[src/rtl/core/bcgl_ram.sv]
// Generic single-port-write, single-port-read RAM with registered read data.
module bcgl_ram #(
   parameter int WIDTH = 16,
   parameter int DEPTH = 32
) (
   input  logic                     clock,
   input  logic                     wr_en,
   input  logic [$clog2(DEPTH)-1:0] wr_addr,
   input  logic [WIDTH-1:0]         wr_data,
   input  logic [$clog2(DEPTH)-1:0] rd_addr,
   output logic [WIDTH-1:0]         rd_data
);

   logic [WIDTH-1:0] mem_ff [DEPTH];
   logic [WIDTH-1:0] rd_data_ff;

   always_ff @(posedge clock) begin
      if (wr_en) begin
         mem_ff[wr_addr] <= wr_data;
      end
      rd_data_ff <= mem_ff[rd_addr];
   end

   assign rd_data = rd_data_ff;

endmodule

[config.mk]
export PLATFORM = sky130hd
export DESIGN_NAME = bcgl_ram
export DESIGN_NICKNAME = d
export VERILOG_FILES = /design/src/rtl/core/bcgl_ram.sv
export SDC_FILE = /design/constraint.sdc
export NUM_CORES = 1
export LEC_CHECK = 0
export BUFFER_PORTS_ARGS = -buffer_cell sky130_fd_sc_hd__buf_4
export CORE_MARGIN = 2
export CORE_UTILIZATION = 35
export CTS_CLUSTER_SIZE = 28
export DETAILED_ROUTE_END_ITERATION = 10
export GPL_TIMING_DRIVEN = 0
export PLACE_DENSITY_LB_ADDON = 0.15
export SLEW_MARGIN = 20
export SYNTH_ARGS = -nofsm -noshare
export SYNTH_HDL_FRONTEND = slang
export SYNTH_SLANG_ARGS = --single-unit
[constraint.sdc]
create_clock -name clock -period 2 [get_ports clock]
set_clock_uncertainty 0.15 [all_clocks]
set_input_delay 0 -clock clock [delete_from_list [all_inputs] [get_ports clock]]
set_output_delay 0 -clock clock [all_outputs]
set_load 0.01 [all_outputs]
* Yosys cells after proc, flatten, opt, wreduce, memory -nomap -nowiden *
Memories as Yosys holds them, arrays and structs flattened. A register that Yosys moved wholly into a read port is not among the register bits.
Cells that the tools add are included.

word-level totals
  bits in registers = 0
  RAM bits = 512
  bits of input ports = 28
  output and inout port bits = 16
  word-level logic and storage cells = 3
  memories kept = 1

memory list
  name    depth  width  rd ports  clocked after Yosys merged registers in  write ports  RTL line  source
  mem_ff  32     16     1         1                                        1            14        logic [WIDTH-1:0] mem_ff [DEPTH];

cells by class
  multiplexer cells = 2

operators with widths
  cell              count
  1-bit 2-to-1 mux  2

* Longest topological paths before layout *
Gate-level depths: netlist of run 1.

  depth after elaboration = 2
  depth in mapped cells = 8
  mapped depth without buffers = 5

* Worst setup path before layout of run 1 *
No wires, ideal clock.

  kind = input port to flip-flop
  from = in wr_addr[1]
  to = mem mem_ff[12][0] (enable)
  setup time = 0.388 ns
  data arrival time = 1.352 ns
  required time = 1.462 ns
  slack = 0.110 ns
  stages on the path = 3
  buffers on the path = 1
  cells stage by stage = or3b_2 > clkbuf_1 > nor2_1

RTL lines
  what                RTL line  source
  start: declaration  8         input logic [$clog2(DEPTH)-1:0] wr_addr,
  end: declaration    14

No word-level cell before the write port.

* Worst setup path after layout of run 1 *
  from = in wr_addr[4]
  to = mem mem_ff[9][9] (enable)

No word-level cell before the write port.

==> results.cfg, run 1 <==
[routing]
vias_per_cell = 5.17
ant_nets = 0
drc_errors = 0
firstDrtPassIters = 4
first_iter_violations = 814
wirelength_microns = 53700
wire_per_inst_microns = 25.6
dr_total_vias = 10800

[synth]
synth-edff-count = 512
yosys_warnings = 0
synthTopCellsByArea = edfxtp_1 75%, mux2i_1 12%, a22oi_1 2.3%
syn_avg_cell_area_sq_um = 18.0
syn-num-nets = 1171
synth_cell_type_count = 26
ys_async_sr_fraction = 0
yosysTopAreaCellShare = 0.749
synth-main-ff-cell = edfxtp_1
syn_area_sq_um = 20500
ys_seq_area_frac = 0.764
netlist.top_cell.by_area = edfxtp_1
synthCells = 1143
ys_ff_latch = 528

[clock_network]
cts_made_buffers = 56
clock_latency_ps = 620
cts_hold_buf = 23
cts_tree = built
htreeDepth = 2
cts.sinks = 528
clockRootBuffer = clkbuf_16
clk_pin_slew_ps = 60
post_cts_resized = 0
post_cts_buffers = 0
cts.path.max_buffers = 3

[floorplanning]
num_rows = 88
core_sq_um = 57800
ios = 44
initial_core_util = 0.355
die_w_microns = 246
die_y_microns = 246
dieArea_sq_um = 60600

[power_and_ir_drop]
ir_worst_vdd_mv = 0.669
leakage_nw = 8.44
cellPowerDensity_nw_per_um2 = 974

[worst_setup_path]
cp-end-kind = register
critical-path-max-stage-delay_ps = 680
crit_path_cell_trace = dlygate4sd3_1, buf_4, or3b_2, nor2_2
worstPathMaxFanout = 16
worstSetupStartpointType = input port
cp.arrival_ps = 1990
cp_slowest_cell = nor2_2
path_class = input port to register
crit_required_ps = 2100

[grt]
grt_usage = 0.178
overflow = 0
grt_pass1_vias = 10800
globalRouteMet3Util = 0.0263
grt_pass1_wl_microns = 75900
use_met1 = 0.257
grt_max_degree = 33
antenna_found_initial = 1
met2_usage = 0.277
top_usage_layer = met2

[cells_and_area]
fillers = 5214
nNetsFinal = 1323
final_util = 0.419
drive_gt1_frac = 0.176
n_antenna_cell = 0
fin_cells = 2099
areaGrowthSynthToFinish_pct = 18.0

[timing]
hold_viol = 0
min_period_ps = 1890
slew-limit-headroom = 0.378
setup_viol = 0
finalCritPeriodShare = 0.946
rsz0062_at_grt = false
tightest_slew_ps = 933
final_max_slew_viol_count = 0
clock.fmax_mhz = 529

[placement]
gp_congestion = 0.810
dp.cells = 1979
place_hpwl_microns = 34800
io_buffers = 40

[job]
cap_viol_max_count = 0

[status]
outcome = finished clean

[worst_hold_path]
hold_class = input port to register
[critical path, delay by kind of cell]
| family | cells | cell delay [ps] |
|---|---|---|
| buffers and inverters | 2 | 730 |
| and+or+nand+nor | 2 | 1250 |
[through the flow]
stage / TNS, ps / cell area, sq um / power [mW] / setup WS [ps] / hold WS (ps)
floorplan: 0 / 20500 / 13.3 / 110 / -51.1
global placement: -326200 / 21800 / 14.0 / -868 / 241
detailed placement: -28570 / 22300 / 14.0 / -354 / 244
CTS: 0 / 24200 / 23.8 / 126 / 10.2
global route: 0 / 24200 / 24.3 / 60.1 / 55.8
finish: 0 / 24200 / 23.6 / 108 / 38.9
[power breakdown]
group	total, mW	switching (mW)	internal (mW)
Combinational	1.47	0.960	0.507
Clock	9.79	4.16	5.64
Sequential	12.3	0.0382	12.3
[path summary, 6_finish.rpt]
| kind | depth (start not counted) | endpoint | start | slack, ps |
|---|---|---|---|---|
| max reg2reg | 5 | rd_data[6]$_DFF_P_ | mem_ff[2][6]$_DFFE_PP_ | 180 |
| min | 4 | rd_data[12]$_DFF_P_ | rd_addr[4] | 40 |
| min reg2reg | 4 | rd_data[0]$_DFF_P_ | mem_ff[10][0]$_DFFE_PP_ | 510 |
| max | 4 | mem_ff[9][9]$_DFFE_PP_ | wr_addr[4] | 110 |
[final cells by class]
class | count | area (sq um) | share of cell area
Multi-Input combinational cell | 548 | 4380 | 0.181
Clock buffer | 76 | 1550 | 0.0639
Sequential cell | 528 | 15700 | 0.648
Clock inverter | 21 | 165 | 0.00681
Timing Repair Buffer | 94 | 947 | 0.0391
Buffer | 67 | 541 | 0.0223
Tap cell | 765 | 957 | 0.0395
[logic make-up (layout without fill, tap and decap cells)]
group / Yosys count / count (layout) / synth area share
AND/OR/NAND/NOR: 148 / 148 / 0.0349
flip-flops: 528 / 528 / 0.764
AO/OA/AOI/OAI: 144 / 144 / 0.0497
buffers and inverters: 67 / 258 / 0.0263
multiplexers: 256 / 256 / 0.125
[layer usage]
metal / wire length [microns] / part of all wire
met1: 25200 / 0.47
met2: 24400 / 0.45
met4: 1380 / 0.026
met3: 2760 / 0.051
met5: 0 / 0
[sequential cells by signal, indices dropped and copies added, names as in the netlist]
signal   count
mem_ff     512
rd_data     16
[placed cells by master (no fill, tap or decap), types with 9 or more instances in the layout]
master         count
a31oi_1           16
buf_8             24
nor3_1            16
clkinv_1           9
buf_2             19
mux2i_1          256
nand3_1           34
nand4_1           16
edfxtp_1         512
a21oi_1           32
dfxtp_1           16
a22o_1            32
buf_6             19
buf_4             59
a22oi_1           64
nand2_1           33
clkbuf_16         58
dlygate4sd3_1     23
nor2_2            32
clkbuf_1          27
[synth_stat cells (3+ instances only)]
library cell	instances
a21oi_1	32
mux2i_1	256
buf_4	19
buf_6	6
nand2_1	33
nand3_1	34
a22oi_1	64
buf_8	6
edfxtp_1	512
a22o_1	32
nand3b_1	5
buf_12	5
nand4_1	16
nor2_1	33
clkbuf_1	12
nor3_1	16
buf_2	19
or3b_2	3
dfxtp_1	16
a31oi_1	16
Power figures use the tool's default switching activity.
==> run 2, diff against run 1 <==
==> constraint.sdc (replaced) <==
create_clock -name clock -period 2 [get_ports clock]
set_clock_uncertainty 0.15 [all_clocks]
set_input_delay 0.4 -clock clock [delete_from_list [all_inputs] [get_ports clock]]
set_output_delay 0.4 -clock clock [all_outputs]
set_load 0.01 [all_outputs]
==> results.cfg, run 2 (synthesis results as in run 1) <==
[cells_and_area]
largest_register = mem_ff
mostFrequentLayoutCell = edfxtp_1
final_cell_mix = 512 x edfxtp_1, 256 x mux2i_1, 64 x a22oi_1, 59 x buf_4, 58 x clkbuf_16
fin_cells = 2074
stdcell_area_sq_um = 24000
multi_input_area_sq_um = 4430
drive_gt1_frac = 0.175
largest_reg_flops = 512
fillers = 5283
areaGrowthSynthToFinish_pct = 17.0
regArea_sq_um = 15700
nNetsFinal = 1291

[worst_setup_path]
worstSetupStartpointType = input port
startpoint = wr_addr[1]
cp-end-kind = register
worstReg2RegStart = mem_ff[21][8]$_DFFE_PP_
cp.arrival_ps = 2120
crit_required_ps = 2100
path_class = input port to register
worstPathMaxFanout = 16

[clock_network]
clk_pin_slew_ps = 60
clockRootBuffer = clkbuf_16
post_cts_buffers = 0
post_cts_resized = 2
cts.path.max_buffers = 3
cts_hold_buf = 0
htreeDepth = 2
clock_latency_ps = 620
cts_made_buffers = 57
cts.sinks = 528
cts_tree = built

[status]
violations = setup timing
outcome = finished, violations left

[routing]
drc_errors = 0
ant_nets = 0
dr_total_vias = 10700
vias_per_cell = 5.14
wirelength_microns = 53400
first_iter_violations = 830
wire_per_inst_microns = 25.7
firstDrtPassIters = 5

[timing]
slew-limit-headroom = 0.424
tightest_slew_ps = 863
setup_viol = 16
clock.fmax_mhz = 496
finalCritPeriodShare = 1.01
final_max_slew_viol_count = 0
rsz0062_at_grt = true
min_period_ps = 2010
fin_ws_ps = -14.5
hold_viol = 0

[grt]
antenna_found_initial = 0
grt_pass1_vias = 10800
grt_pass1_wl_microns = 76100
overflow = 0
grt_usage = 0.177
grt_max_degree = 33

[placement]
place_hpwl_microns = 34400
io_buffers = 40
dp.cells = 1970
placedInstanceArea_sq_um = 22200
gp_congestion = 0.823

[job]
cap_viol_max_count = 0

[floorplanning]
die_y_microns = 246
initial_core_util = 0.355
num_rows = 88
die_w_microns = 246
dieArea_sq_um = 60600
core_sq_um = 57800
ios = 44

[worst_hold_path]
hold_class = input port to register
hold_start = wr_data[15]

[power_and_ir_drop]
leakage_nw = 8.33
ir_worst_vdd_mv = 0.715
cellPowerDensity_nw_per_um2 = 1000
[run 2: worst max-delay path, stage by stage]
cell      delay (ps)
buf_4            120
nand3b_1         650
nor2_2           930
[run 2: per-stage QoR]
step | total power [mW] | util | setup WS [ps] | hold slack (ps) | TNS, ps
floorplan | 13.3 | - | -182 | 349 | -27240
global placement | 14.0 | 0.378 | -1100 | 509 | -437180
detailed placement | 14.0 | 0.384 | -742 | 503 | -201240
CTS | 24.3 | 0.415 | 25.5 | 67.1 | 0
global route | 24.8 | 0.416 | -55.9 | 84.1 | -1640
finish | 24.1 | 0.416 | -14.5 | 87.4 | -184
[run 2: final timing paths]
path,cells past startpoint,end,slack (ps)
setup reg to reg,4,rd_data[8]$_DFF_P_,170
hold reg to reg,4,rd_data[3]$_DFF_P_,510
setup / recovery,3,mem_ff[9][12]$_DFFE_PP_,-10
hold / removal,1,mem_ff[26][15]$_DFFE_PP_,90
[run 2: where the power goes]
group,internal (mW),switching [mW]
combinational,0.475,0.956
sequential,12.3,0.0380
clock,6.07,4.25
total,18.8,5.25
[run 2: layer usage]
layer / up-vias / wire length [microns] / track usage
li1: 4809 / - / -
met1: 5488 / 25500 / 0.263
met2: 269 / 23800 / 0.268
met3: 84 / 2500 / 0.0231
met4: 0 / 1520 / 0.0597
met5: - / 0 / 0
[run 2: cell type report]
type	instances	share of cell area
well taps	765	0.0398
flip-flops and latches	528	0.653
diodes	1	0.000104
clock inverters	31	0.0131
plain buffers	66	0.0224
multi-input cells	548	0.185
repair buffers	62	0.0241
clock buffers	73	0.0628
