## config.mk

```make
export PLATFORM = sky130hd
export DESIGN_NAME = bcgl_div
export DESIGN_NICKNAME = d
export VERILOG_FILES = /design/src/rtl/core/bcgl_pkg.sv /design/src/rtl/core/bcgl_div.sv
export SDC_FILE = /design/constraint.sdc
export NUM_CORES = 1
export LEC_CHECK = 0
export ABC_AREA = 1
export ABC_CLOCK_PERIOD_IN_PS = 4100
export BUFFER_PORTS_ARGS = -buffer_cell sky130_fd_sc_hd__buf_2
export CAP_MARGIN = 10
export CORE_ASPECT_RATIO = 0.8
export CORE_MARGIN = 3
export CORE_UTILIZATION = 45
export DETAILED_ROUTE_END_ITERATION = 12
export GPL_TIMING_DRIVEN = 0
export PLACE_DENSITY = 0.74
export SYNTH_ARGS = -nofsm -noshare
export SYNTH_HDL_FRONTEND = slang
export SYNTH_SLANG_ARGS = --single-unit
```

## constraint.sdc

```tcl
create_clock -name clock -period 4.1 [get_ports clock]
set_input_delay 1.025 -clock clock [delete_from_list [all_inputs] [get_ports clock]]
set_output_delay 1.025 -clock clock [all_outputs]
set_load 0.05 [all_outputs]
```

## src/rtl/core/bcgl_pkg.sv

```systemverilog
// Shared constants, item types and action codes of the calibration grid lookup.
package bcgl_pkg;

   localparam int MAX_ROWS         = 32;
   localparam int MAX_POWER_POINTS = 32;
   localparam int ROW_W   = $clog2(MAX_ROWS);
   localparam int COL_W   = $clog2(MAX_POWER_POINTS);
   localparam int AX_W    = (ROW_W > COL_W) ? ROW_W : COL_W;
   localparam int CELL_AW = ROW_W + COL_W;
   localparam int CNT_W   = 6;
   localparam int CSR_W   = 6;

   localparam int KEY_W  = 26;
   localparam int DIV_W  = 25;
   localparam int FRAC_W = 16;
   localparam int Q_W    = FRAC_W + 1;
   localparam logic [Q_W-1:0] Q_ONE = Q_W'(1) << FRAC_W;

   localparam logic [2:0] ACT_QUERY    = 3'd0;
   localparam logic [2:0] ACT_WR_POWER = 3'd1;
   localparam logic [2:0] ACT_WR_FREQ  = 3'd2;
   localparam logic [2:0] ACT_WR_CELL  = 3'd3;
   localparam logic [2:0] ACT_CLR_CELL = 3'd4;

   localparam logic CSR_ROWS   = 1'b0;
   localparam logic CSR_POINTS = 1'b1;

   typedef struct packed {
      logic [2:0]         action;
      logic [4:0]         row_index;
      logic [4:0]         power_index;
      logic [23:0]        frequency_khz;
      logic signed [15:0] power_cdb;
      logic signed [15:0] correction_cdb;
   } req_type;

   typedef struct packed {
      logic signed [15:0] correction_out;
      logic               status;
   } rsp_type;

endpackage

```

## src/rtl/core/bcgl_div.sv

```systemverilog
// Restoring divider that forms a rounded Q1.16 weight, one quotient bit per cycle.
module bcgl_div import bcgl_pkg::*; (
   input  logic             clock,
   input  logic             reset,
   input  logic             start,
   input  logic [DIV_W-1:0] num,
   input  logic [DIV_W-1:0] den,
   output logic             done,
   output logic [Q_W-1:0]   quot
);

   localparam int D_W   = DIV_W + FRAC_W;
   localparam int CNT_D = $clog2(Q_W + 1);

   logic [DIV_W-1:0] rem_ff, rem_in;
   logic [DIV_W-1:0] den_ff, den_in;
   logic [Q_W-1:0]   sh_ff, sh_in;
   logic [Q_W-1:0]   q_ff, q_in;
   logic [CNT_D-1:0] cnt_ff, cnt_in;
   logic             run_ff, run_in;
   logic             done_ff, done_in;
   logic [D_W-1:0]   dividend;
   logic [DIV_W:0]   trial;

   always_comb begin
      dividend = {num, {FRAC_W{1'b0}}} + D_W'(den >> 1);
      trial    = {rem_ff, sh_ff[Q_W-1]};
      rem_in   = rem_ff;
      den_in   = den_ff;
      sh_in    = sh_ff;
      q_in     = q_ff;
      cnt_in   = cnt_ff;
      run_in   = run_ff;
      done_in  = 1'b0;
      if (start) begin
         rem_in = DIV_W'(dividend[D_W-1:Q_W]);
         sh_in  = dividend[Q_W-1:0];
         den_in = den;
         cnt_in = '0;
         run_in = 1'b1;
      end else if (run_ff) begin
         sh_in = sh_ff << 1;
         if (trial >= {1'b0, den_ff}) begin
            rem_in = DIV_W'(trial - {1'b0, den_ff});
            q_in   = {q_ff[Q_W-2:0], 1'b1};
         end else begin
            rem_in = trial[DIV_W-1:0];
            q_in   = {q_ff[Q_W-2:0], 1'b0};
         end
         cnt_in = cnt_ff + 1'b1;
         if (cnt_ff == CNT_D'(Q_W - 1)) begin
            run_in  = 1'b0;
            done_in = 1'b1;
         end
      end
   end

   always_ff @(posedge clock) begin
      if (reset) begin
         run_ff  <= 1'b0;
         done_ff <= 1'b0;
         cnt_ff  <= '0;
      end else begin
         run_ff  <= run_in;
         done_ff <= done_in;
         cnt_ff  <= cnt_in;
      end
      rem_ff <= rem_in;
      den_ff <= den_in;
      sh_ff  <= sh_in;
      q_ff   <= q_in;
   end

   assign done = done_ff;
   assign quot = q_ff;

endmodule

```

-- After elaboration in Yosys (flattened, before gate mapping)
Index checks and enable logic that the tools add are counted.
- $add $sub $neg: 3
- order comparisons: 1
- equal/unequal tests: 1
- mux-type cells: 10
- bitwise operators: 2
- reduce and logical (&&, ||, !) cells: 4
- operators with widths (kind ; count):
    24-bit 2-to-1 mux ; 2
    41-bit by 24-bit adder with 41-bit output ; 1
    17-bit 2-to-1 mux ; 2
    26-bit by 25-bit greater-or-equal comparator with 1-bit output ; 1
    25-bit 2-to-1 mux ; 1
    25-bit subtractor ; 1
    5-bit by 1-bit adder with 5-bit output (second input constant) ; 1
    5-bit == test (second input constant) ; 1
    1-bit 2-to-1 mux ; 5
    3-bit OR reduction ; 1
    1-bit NOT ; 2
    2-bit AND reduction ; 1
    2-bit nonzero test ; 1
    2-bit OR reduction ; 1
- register bits: 91
- input port bits: 53
- output and inout bits: 18
- logic and storage cells: 29

-- Depth between registers and ports, before layout
- depth in word-level cells: 4
- mapped depth: 15
- gate-level depth less buffers: 15

-- Worst setup path before layout
No wires, ideal clock.
- kind: input to register
- from: input num[0]
- to: register rem_ff[17] (data pin)
- setup time: 254 ps
- arrival time: 2600 ps
- data required time: 3846 ps
- path slack: 1246 ps
- cell stages on the path: 11
- path buffers: 0
- cell sequence: ha_1 -> fa_1 -> nand2_1 -> nand2_1 -> o21ai_0 -> inv_1 -> a21oi_1 -> nor2_2 -> a21o_1 -> nand3_1 -> nand2_1
- longest elaborated chain between the ends: 2
- ends and longest elaborated chain (item ; RTL line ; RTL):
    start, declared ; bcgl_div.sv:6 ; input logic [DIV_W-1:0] num,
    41-bit by 24-bit adder with 41-bit output ; bcgl_div.sv:26 ; dividend = {num, {FRAC_W{1'b0}}} + D_W'(den >> 1);
    24-bit 2-to-1 mux ; bcgl_div.sv:35 ; if (start) begin
    named net rem_in[17] ; bcgl_div.sv:15 ; logic [DIV_W-1:0] rem_ff, rem_in;
    end signal, assigned ; bcgl_div.sv:68 ; rem_ff <= rem_in;
    end, declared ; bcgl_div.sv:15 ;
The timed path passes the listed nets, and every way through them passes these cells.
A chain may end at the register's enable or synchronous reset.

-- Worst setup path in the final report
- from: input num[0]
- to: register rem_ff[15] (data pin)
The elaborated chain is that of the path after synthesis.

==> results.toml <==
[status]
outcome = "complete, no violations"

[sta]
finalCritPeriodShare = 0.7120
slew_viol_final = 0
tns_ns = 0
tightest_slew_ns = 0.6681
fin_worst_skew_ns = 0.005689
rsz0062_at_grt = "no"
finalSetupViolCount = 0
hold-worst-slack_ns = 0.4435
max_freq_mhz = 342.5
fin_crit_ns = 2.919
finalHoldViolations = 0
slew_headroom = 0.5546
layout_setup_ws_ns = 1.181

[power]
intPower_mw = 2.121
switching_share = 0.3882
power.density_mw_per_mm2 = 463.7
leakage_nw = 3.896
power.net_switching_mw = 1.346
p_clk_frac = 0.247
pwr-share-seq = 0.350
ir_drop_uv = 224.0
pwr-share-comb = 0.403

[setup_path]
end_kind = "flop"
crit_chain = "buf_2 > ha_1 > fa_1 > nand2_1 > nand2_1 > o21ai_0 > inv_1 > a21oi_1 > nor2_2 > xor2_1 > nand2_1 > nand2_1"
crit_path_start_kind = "input pin"
crit_top_cell = "nand2_1"
critPathRequiredTime_ns = 4.21
cpPeakStageDelay_ns = 0.41
worstSetupPathType = "in2reg"
cp_data_arrival_time_ns = 3.02
cp_max_fo = 7
cp_slowest_cell = "fa_1"

[placement]
port_buffers = 70
gp_congestion = 0.9204
preCtsSetupSlack_ns = 0.7995
dp_hpwl_mm = 13.52

[yosys]
synth_top_area_cell = "edfxtp_1"
synth_top_family_by_area = "simple AND/OR/NAND/NOR gates"
synth_area_mm2 = 0.006560
synth_mux_area_frac = 0
synthTopCellsByArea = "edfxtp_1, nand2_1, inv_1"
yosysWarnings = 0
synth_top_area_frac = 0.3799
synth_area_per_cell_um2 = 7.241
seq_area_frac_synth = 0.4043
synth-xor-area-share = 0.02403
syn_inst = 906
syn-num-nets = 996
synth_compound_area_frac = 0.04215
synth-seq-cells = 91
synth_cell_types = 35
synthAdderAreaFrac = 0.07286
yosys.area_share.simple = 0.3439

[floorplan]
die_area_mm2 = 0.01607
coreArea_mm2 = 0.01388
fp.dieH_um = 114.0
initial_core_util = 0.4725
row_count = 38
ios = 71
fp.dieW_um = 141.0

[routing]
antenna_left = 0
dr.pass1.iters = 5
drc = 0
drtIter0Drc = 561
wl_mm = 16.76
post_drt_wl_per_cell_um = 14.27
vias_per_cell = 5.027
vias = 5902

[clock_tree]
cts_resized = 0
clk_latency_ns = 0.35
cts_buffer_depth = 2
cts_tree = "built"
cts.sinks = 91
cts-buffers-inserted = 9
htree_levels = 3
post_cts_buffers = 0
cts_root_buf = "clkbuf_16"
cts_hold_buf = 0
cts.clk_slew.worst_paths_ns = 0.07

[finish]
nNetsFinal = 1079
areaGrowthSynthToFinish_pct = 13.96
layout_commonest_cell = "nand2_1"
drive_above_1_share = 0.1177
layout_common_cells = "nand2_1, inv_1, edfxtp_1"
insertedDiodeCount = 0

[global_routing]
grt_max_degree = 28
grt_pass1_wl_mm = 27.08
antenna_found_initial = 0
grt_pass1_vias = 5346
overflow = 0
grtUsageTotal = 0.2141

[run]
maxCapViolCount = 0

[worst_hold_path]
hp-class = "reg2reg"
## cells in the mapped netlist (all sizes together)
| cell | n |
|---|---|
| nor3b | 1 |
| nand3b | 7 |
| xor2 | 8 |
| clkinv | 2 |
| a21o | 5 |
| o21a | 1 |
| o21ai | 14 |
| buf | 10 |
| fa | 2 |
| clkbuf | 7 |
| nand3 | 64 |
| a21oi | 26 |
| a31oi | 2 |
| edfxtp | 83 |
| nand4 | 39 |
| inv | 172 |
| dfxtp | 8 |
| nor2 | 50 |
| a211oi | 1 |
| ha | 35 |
| xnor2 | 10 |
| or2 | 1 |
| nor3 | 9 |
| nor4 | 3 |
| nand2 | 346 |
## critical path: cells and delay by family
family | cells | cell delay, ns
adder cells (fa/ha/maj) | 2 | 0.63
AO/OA/AOI/OAI | 2 | 0.56
AND/OR/NAND/NOR | 5 | 0.44
buffers and inverters | 2 | 0.21
XOR/XNOR | 1 | 0.17
## per-layer routing
layer  global-route usage  up-vias  wire length, um
li1                     -     3064                -
met1               0.3185     2643             8179
met2               0.3182      169             7046
met3              0.03479       26             1165
met4              0.07101        0              366
met5                    0        -                0
## per-stage QoR
step	instances	utilization	cell area, um^2	total power, mW
after floorplan	906	-	6560	2.224
after global placement	1156	0.5140	7136	2.576
after detailed placement	1158	0.5161	7166	2.592
after CTS	1174	0.5385	7476	3.458
after global routing	1174	0.5385	7476	3.710
final	1174	0.5385	7476	3.467
## final cells by class
type | count | area [um^2]
buffer | 17 | 86.33
clock buffer | 10 | 239.0
clock inverter | 6 | 71.32
fill | 1328 | 6407
inverter | 174 | 653.1
multi-input combinational | 624 | 3171
sequential | 91 | 2653
tap | 180 | 225.2
timing repair buffer | 72 | 377.9
## path summary, 6_finish.rpt
kind	endpoint	startpoint	slack [ns]	cells after the start
setup / recovery	rem_ff[15]$_DFFE_PP_	num[0]	1.18	12
setup reg to reg	rem_ff[17]$_DFFE_PP_	rem_ff[7]$_DFFE_PP_	1.51	11
hold reg to reg	quot[7]$_DFFE_PP_	quot[6]$_DFFE_PP_	0.44	0
hold / removal	quot[7]$_DFFE_PP_	quot[6]$_DFFE_PP_	0.44	0
## flip-flops by register name (all words and copies together) (netlist names)
register,count
den_ff,25
sh_ff,17
cnt_ff,5
done,1
quot,17
run_ff,1
rem_ff,25
## kinds of logic after synthesis
group	count (synthesis)
xor gates and xnor gates	18
buffers and inverters	191
adders and majority gates	37
AOI/OAI and AO/OA	49
DFF	91
and+or+nand+nor	520
## power groups by stage
stage          logic, mW  clock network (mW)  registers (mW)
2_1_floorplan      0.995                   0            1.23
3_3_place_gp        1.35                   0            1.23
3_5_place_dp        1.36                   0            1.23
4_1_cts             1.38               0.873            1.21
5_1_grt             1.58               0.909            1.22
6_report            1.40               0.858            1.21
(Power assumes the default switching activity.)
